===== config.mk =====
export PLATFORM = sky130hd
export DESIGN_NAME = ping_pong_buffer_controller
export DESIGN_NICKNAME = d
export VERILOG_FILES = /design/src/rtl/ppbc_pkg.sv /design/src/rtl/ping_pong_buffer_controller.sv
export SDC_FILE = /design/constraint.sdc
export NUM_CORES = 1
export LEC_CHECK = 0
export ABC_AREA = 1
export BUFFER_PORTS_ARGS = -buffer_cell sky130_fd_sc_hd__buf_4
export CAP_MARGIN = 0
export CORE_AREA = 2 2 120 122
export CTS_CLUSTER_DIAMETER = 100
export CTS_CLUSTER_SIZE = 25
export DETAILED_ROUTE_END_ITERATION = 8
export DIE_AREA = 0 0 122 124
export PLACE_DENSITY = 0.69
export REMOVE_ABC_BUFFERS = 1
export SYNTH_ARGS = -nofsm -noshare
export SYNTH_HDL_FRONTEND = slang
export SYNTH_SLANG_ARGS = --single-unit

===== constraint.sdc =====
create_clock -name clk -period 4.1 [get_ports clk]
set_clock_uncertainty 0.2 [all_clocks]
set_input_delay 0.615 -clock clk [delete_from_list [all_inputs] [get_ports clk]]
set_output_delay 0.615 -clock clk [all_outputs]
set_load 0.005 [all_outputs]

===== src/rtl/ppbc_pkg.sv =====
// shared types and codes for the ping-pong buffer controller
package ppbc_pkg;

    typedef enum logic [1:0] {
        MODE_FREE       = 2'd0,
        MODE_FILLING    = 2'd1,
        MODE_READY      = 2'd2,
        MODE_PROCESSING = 2'd3
    } mode_t;

    typedef enum logic [1:0] {
        OP_COMPLETE = 2'd0,
        OP_ACQUIRE  = 2'd1,
        OP_RELEASE  = 2'd2,
        OP_UNUSED   = 2'd3
    } op_t;

    typedef enum logic [1:0] {
        ST_OK      = 2'd0,
        ST_BAD     = 2'd1,
        ST_OVERRUN = 2'd2,
        ST_NONE    = 2'd3
    } status_t;

    localparam int unsigned FIELD_BITS = 16;
    localparam logic [FIELD_BITS-1:0] OVR_MAX = 16'hFFFF;
    localparam logic [FIELD_BITS-1:0] CAPACITY_RESET = 16'hFFFF;
    localparam logic [2:0] ADDR_CAPACITY = 3'd0;

endpackage


===== src/rtl/ping_pong_buffer_controller.sv =====
// ping-pong double buffer controller: mode tracking, acquire, release, overrun count
//
// usage:
//   input channel (in_valid / in_stall) carries one command word: op, length_in,
//   buffer_sel. op complete closes the active buffer, acquire hands out the
//   lowest ready buffer, release frees a processing buffer.
//   output channel (out_valid / out_stall) returns exactly one result word per
//   command: status, buffer_out, length_out, overrun_total.
//   apb port holds buffer_capacity at byte address 0; pready is always high.
// timing:
//   a command is captured into an input register, then evaluated against the
//   buffer state combinationally and written to the result register, which
//   drives out_valid. one command per cycle is sustained while no result is
//   held by out_stall;
//   the state update in the evaluate stage is the only loop.
// reset:
//   buffer 0 filling and active, buffer 1 free, lengths and overrun count zero,
//   capacity 65535, both stages empty.
// stall:
//   while out_stall holds a pending result, the evaluate stage freezes; an empty
//   input register takes one more word, then in_stall rises.
module ping_pong_buffer_controller #(
    parameter int unsigned LENGTH_BITS = 16
) (
    input  logic                          clk,
    input  logic                          rst_n,
    input  logic                          in_valid,
    output logic                          in_stall,
    input  logic [1:0]                    op,
    input  logic [ppbc_pkg::FIELD_BITS-1:0] length_in,
    input  logic                          buffer_sel,
    output logic                          out_valid,
    input  logic                          out_stall,
    output logic [1:0]                    status,
    output logic                          buffer_out,
    output logic [ppbc_pkg::FIELD_BITS-1:0] length_out,
    output logic [ppbc_pkg::FIELD_BITS-1:0] overrun_total,
    input  logic                          psel,
    input  logic                          penable,
    input  logic                          pwrite,
    input  logic [2:0]                    paddr,
    input  logic [31:0]                   pwdata,
    output logic [31:0]                   prdata,
    output logic                          pready
);
    import ppbc_pkg::*;

    logic                   cap_wr;
    logic [FIELD_BITS-1:0]  capacity_reg;

    logic                   in_valid_reg;
    op_t                    op_reg;
    logic [FIELD_BITS-1:0]  length_reg;
    logic                   sel_reg;

    mode_t                  mode_reg [2];
    mode_t                  mode_next [2];
    logic [LENGTH_BITS-1:0] len_reg [2];
    logic [LENGTH_BITS-1:0] len_next [2];
    logic                   active_reg;
    logic                   active_next;
    logic [FIELD_BITS-1:0]  overrun_reg;
    logic [FIELD_BITS-1:0]  overrun_next;

    logic                   out_valid_reg;
    status_t                status_reg;
    status_t                status_next;
    logic                   buf_out_reg;
    logic                   buf_out_next;
    logic [FIELD_BITS-1:0]  len_out_reg;
    logic [FIELD_BITS-1:0]  len_out_next;
    logic [FIELD_BITS-1:0]  ovr_out_reg;

    logic                   eval_go;
    logic                   eval_fire;
    logic                   in_take;
    logic                   cur;
    logic                   nxt;
    logic [31:0]            len_wide [2];

    // configuration port
    assign pready = 1'b1;
    assign cap_wr = psel && penable && pwrite && (paddr[2] == ADDR_CAPACITY[2]);
    assign prdata = (paddr[2] == ADDR_CAPACITY[2]) ? {16'd0, capacity_reg} : 32'd0;

    always_ff @(posedge clk or negedge rst_n)
    begin
        if (!rst_n)
        begin
            capacity_reg <= CAPACITY_RESET;
        end
        else if (cap_wr)
        begin
            capacity_reg <= pwdata[FIELD_BITS-1:0];
        end
    end

    // handshake
    assign eval_go   = !(out_valid_reg && out_stall);
    assign eval_fire = in_valid_reg && eval_go;
    assign in_stall  = in_valid_reg && !eval_go;
    assign in_take   = in_valid && !in_stall;

    always_ff @(posedge clk or negedge rst_n)
    begin
        if (!rst_n)
        begin
            in_valid_reg <= 1'b0;
        end
        else if (!in_stall)
        begin
            in_valid_reg <= in_valid;
        end
    end

    always_ff @(posedge clk or negedge rst_n)
    begin
        if (!rst_n)
        begin
            op_reg     <= OP_UNUSED;
            length_reg <= '0;
            sel_reg    <= 1'b0;
        end
        else if (in_take)
        begin
            op_reg     <= op_t'(op);
            length_reg <= length_in;
            sel_reg    <= buffer_sel;
        end
    end

    // evaluate
    assign cur = active_reg;
    assign nxt = ~active_reg;
    assign len_wide[0] = 32'(len_reg[0]);
    assign len_wide[1] = 32'(len_reg[1]);

    always_comb
    begin
        mode_next    = mode_reg;
        len_next     = len_reg;
        active_next  = active_reg;
        overrun_next = overrun_reg;
        status_next  = ST_BAD;
        buf_out_next = 1'b0;
        len_out_next = '0;
        unique case (op_reg)
            OP_COMPLETE:
            begin
                if (mode_reg[cur] == MODE_FILLING && length_reg <= capacity_reg)
                begin
                    len_next[cur]  = LENGTH_BITS'(length_reg);
                    mode_next[cur] = MODE_READY;
                    if (mode_reg[nxt] != MODE_FREE)
                    begin
                        if (overrun_reg != OVR_MAX)
                        begin
                            overrun_next = overrun_reg + 1'b1;
                        end
                        status_next = ST_OVERRUN;
                    end
                    else
                    begin
                        len_next[nxt]  = '0;
                        mode_next[nxt] = MODE_FILLING;
                        active_next    = nxt;
                        status_next    = ST_OK;
                    end
                end
            end
            OP_ACQUIRE:
            begin
                priority if (mode_reg[0] == MODE_READY)
                begin
                    mode_next[0] = MODE_PROCESSING;
                    buf_out_next = 1'b0;
                    len_out_next = len_wide[0][FIELD_BITS-1:0];
                    status_next  = ST_OK;
                end
                else if (mode_reg[1] == MODE_READY)
                begin
                    mode_next[1] = MODE_PROCESSING;
                    buf_out_next = 1'b1;
                    len_out_next = len_wide[1][FIELD_BITS-1:0];
                    status_next  = ST_OK;
                end
                else
                begin
                    status_next = ST_NONE;
                end
            end
            OP_RELEASE:
            begin
                if (mode_reg[sel_reg] == MODE_PROCESSING)
                begin
                    len_next[sel_reg]  = '0;
                    mode_next[sel_reg] = MODE_FREE;
                    status_next        = ST_OK;
                end
            end
            OP_UNUSED:
            begin
                status_next = ST_BAD;
            end
        endcase
    end

    always_ff @(posedge clk or negedge rst_n)
    begin
        if (!rst_n)
        begin
            mode_reg[0] <= MODE_FILLING;
            mode_reg[1] <= MODE_FREE;
            len_reg[0]  <= '0;
            len_reg[1]  <= '0;
            active_reg  <= 1'b0;
            overrun_reg <= '0;
        end
        else if (eval_fire)
        begin
            mode_reg    <= mode_next;
            len_reg     <= len_next;
            active_reg  <= active_next;
            overrun_reg <= overrun_next;
        end
    end

    // result register
    always_ff @(posedge clk or negedge rst_n)
    begin
        if (!rst_n)
        begin
            out_valid_reg <= 1'b0;
        end
        else if (eval_go)
        begin
            out_valid_reg <= in_valid_reg;
        end
    end

    always_ff @(posedge clk)
    begin
        if (eval_fire)
        begin
            status_reg  <= status_next;
            buf_out_reg <= buf_out_next;
            len_out_reg <= len_out_next;
            ovr_out_reg <= overrun_next;
        end
    end

    assign out_valid     = out_valid_reg;
    assign status        = status_reg;
    assign buffer_out    = buf_out_reg;
    assign length_out    = len_out_reg;
    assign overrun_total = ovr_out_reg;

`ifndef SYNTHESIS
    a_one_filling: assert property (@(posedge clk) disable iff (!rst_n)
        !(mode_reg[0] == MODE_FILLING && mode_reg[1] == MODE_FILLING))
        else $error("both buffers filling");

    a_overrun_monotonic: assert property (@(posedge clk) disable iff (!rst_n)
        eval_fire |=> overrun_reg >= $past(overrun_reg))
        else $error("overrun count decreased");

    a_stall_only_when_full: assert property (@(posedge clk) disable iff (!rst_n)
        in_stall |-> (in_valid_reg && out_valid_reg))
        else $error("input stalled with a free stage");

    a_state_frozen: assert property (@(posedge clk) disable iff (!rst_n)
        !eval_fire |=> (active_reg == $past(active_reg) && overrun_reg == $past(overrun_reg)))
        else $error("state changed without an evaluated word");
`endif

endmodule

==> metrics.md <==
| Metric | Value |
|---|---|
| Status | finished clean |
| Final WL | 16.1 mm |
| Vias in the first global route | about 5300 |
| Diode count | 0 |
| Routed WL per cell | ~15 um |
| Crit Path Max Fanout | 22 |
| Total GRT Usage | roughly 22% |
| Commonest non-fill, non-tap cell in the layout | nand2_1 |
| Fmax | roughly 330 MHz |
| EDFF count, synth | 35 |
| Worst-margin pin slew | approximately 1.1 ns |
| Max incr delay on CP | 0.54 ns |
| Clock tree buffer depth | 2 |
| Quantity of gates resized following cts | 0 |
| Fillers | 1242 |
| Layout cell share with drive strength beyond 1 | about a fifth |
| Async SR Flop Fraction | around 72% |
| Reg2Reg Depth | 14 |
| Global-route wire length before repair | 26.0 mm |
| Hold Vio Cnt, Final | 0 |
| Die Width | approximately 120 um |
| Worst r2r src | capacity_reg[5]$_DFFE_PN1P_ |
| CTS root buf | clkbuf_16 |
| Largest net degree at the start of global routing | 78 |
| I/O pins | around 130 |
| Warnings from Yosys | 0 |
| Drt pass-1 iters | 6 |
| Crit path kind | flop to flop |
| Worst path cell trace | inv_1 > ha_1 > a21oi_1 > nor2_1 > nor2_1 > nand2_1 > nand2_1 > nand2_1 > nand2_4 > nand2_2 > a21oi_4 > buf_4 > nand4_1 > nand2_1 |
| Setup-failing EPs final | 0 |
| R2r setup slk | slightly above 1 ns |
| Initial DRC Count | 518 |
| Number of synthesized register bits | approximately 130 |
| H-tree levels | 4 |
| Worst path slowest cell | a21oi_4 |
| Synthesized cell area | between 0.006 and 0.007 sq mm |
| Die height | between 100 and 150 um |
| Gp weighted congestion | about 0.89 |
| Crit path buffers/inverters | 2 |
| Syn-to-layout area delta | 20.0% |
| Crit path DAT | 3.22 ns |
| Clk slew on worst S/H paths | roughly 0.050 ns |
| Worst setup margin | 1.03 ns |
| Post-CTS Setup Inserts | 0 |
| Clk sinks | between 100 and 150 |
| Relative slew slack | a little under a quarter |
| Most frequent cells in the layout | nand2_1, inv_1, buf_4 |
| Yosys cell types | 41 |
| CP Capture Type | flop |
| Hold Crit Class | input port to asynchronous set/reset pin |
| Number of port buffers | 95 |
| Required @ worst endpoint | between 4 and 5 ns |
| Post-Place Setup Slack | 1.06 ns |
| Starting Density | between 40 and 50% |
| Pwr Total | about 4.5 mW |
| CTS tree | yes |
| Leakage Power | roughly 3.9 nW |
| PD cells | around 550 mW/mm^2 |
| Sequential area share after synthesis | between 40% and 50% |
| Period utilisation layout | around three quarters |
| Tmin final | between 3 and 4 ns |
| Synth Instances | around 800 |
| Area of the die | around 0.015 sq mm |
| Crit path launch | capacity_reg[5]$_DFFE_PN1P_ |
| Final antenna-violating net count | 0 |
| RSZ-0062 raised after global routing | false |
| HPWL Detailed | approximately 11 mm |
| Most used cell, CP | nand2_1 |
| Setup crit start kind | flop |
| Main synth FF type | dfrtp_1 |
| Worst VDD drop | 0.308 mV |
| Residual DRC count | 0 |
| Crit-path leading delay family | simple AND/OR/NAND/NOR gates |
| Quantity of hold-fixing buffers added after cts | 0 |
| Avg Cell Area, Syn | roughly 8.4 sq um |
| Routed via count | just under 6000 |
| Core area | approximately 0.014 sq mm |
| Max-cap viol count | 0 |
| Final Net Count | a little under 1000 |
| TritonCTS buffer count | 17 |
| Gr ovfl total | 0 |
| Worst skew pair latency | between 0.4 and 0.5 ns |
| Initial antenna violation count | 0 |
| Fin. max-slew vios | 0 |
| Num rows | 43 |
| Via density | about 5.4 |
synthesized netlist by cell type, types with 7 or more instances:
master      n  area [sq um]
a21oi_1    40           200
nand4_1    58           363
o22ai_1    36           225
dfstp_2    19           499
clkbuf_1   19          71.3
nand2_1   177           664
buf_4      17           128
and2_1      8          50.1
o21ai_0     9          45.0
nor2_1     75           282
buf_2       7          35.0
edfxtp_1   35          1050
dfrtp_1    71          1780
inv_1     112           420
o221ai_1   13           114
nand3_1    42           210
ha_1       21           263
routing by layer:
layer	GRT usage, %	vias to the layer above	wire [um]
met1	30.5	2725	7450
met2	34.8	228	7330
met5	0	-	0
met4	8.84	0	286
li1	-	2857	-
met3	4.95	28	1030
cell type report:
| type | count | area (sq um) | share of cell area, % |
|---|---|---|---|
| Sequential cell | 125 | 3330 | 41.0 |
| Multi-Input combinational cell | 529 | 2770 | 34.1 |
| Timing Repair Buffer | 103 | 773 | 9.53 |
| Clock buffer | 24 | 482 | 5.94 |
| Inverter | 119 | 447 | 5.51 |
| Tap cell | 180 | 225 | 2.78 |
| Clock inverter | 8 | 90.1 | 1.11 |
logic make-up (layout without fill, tap and decap cells):
group	Yosys count	in the layout	synth area share, %
buffers and inverters	166	254	10.7
and+or+nand+nor	379	379	25.5
adders and majority gates	21	21	3.89
DFF	125	125	49.2
AOI/OAI and AO/OA	109	109	10.1
xor gates and xnor gates	2	2	0.259
muxes	1	1	0.167
other	2	17	0.111
how the worst max path moves through the flow:
stage	cells past startpoint	to	slack, ns
final	14	flop	1.03
after global routing	13	flop	0.80
after CTS	14	flop	1.05
after detailed placement	14	flop	1.06
after global placement	14	flop	1.10
after floorplan	8	len_reg[12]$_DFFE_PN0P_	-0.21
stage by stage:
step                area [sq um]  cells  utilization [%]  TNS [ns]  hold slack, ns
floorplan                   6540    773                -     -4.61           0.119
global placement            7540   1056             55.0         0           0.262
detailed placement          7540   1056             55.0         0           0.265
CTS                         8110   1088             59.1         0           0.204
global route                8110   1088             59.1         0           0.231
finish                      8110   1088             59.1         0           0.165
where the power goes:
part / switching, mW / internal, mW / total, mW
clock network: 0.508 / 0.934 / 1.44
registers: 0.159 / 1.58 / 1.74
logic: 0.879 / 0.437 / 1.32
total: 1.55 / 2.95 / 4.49
No activity file was read; power rests on OpenSTA's default activity.
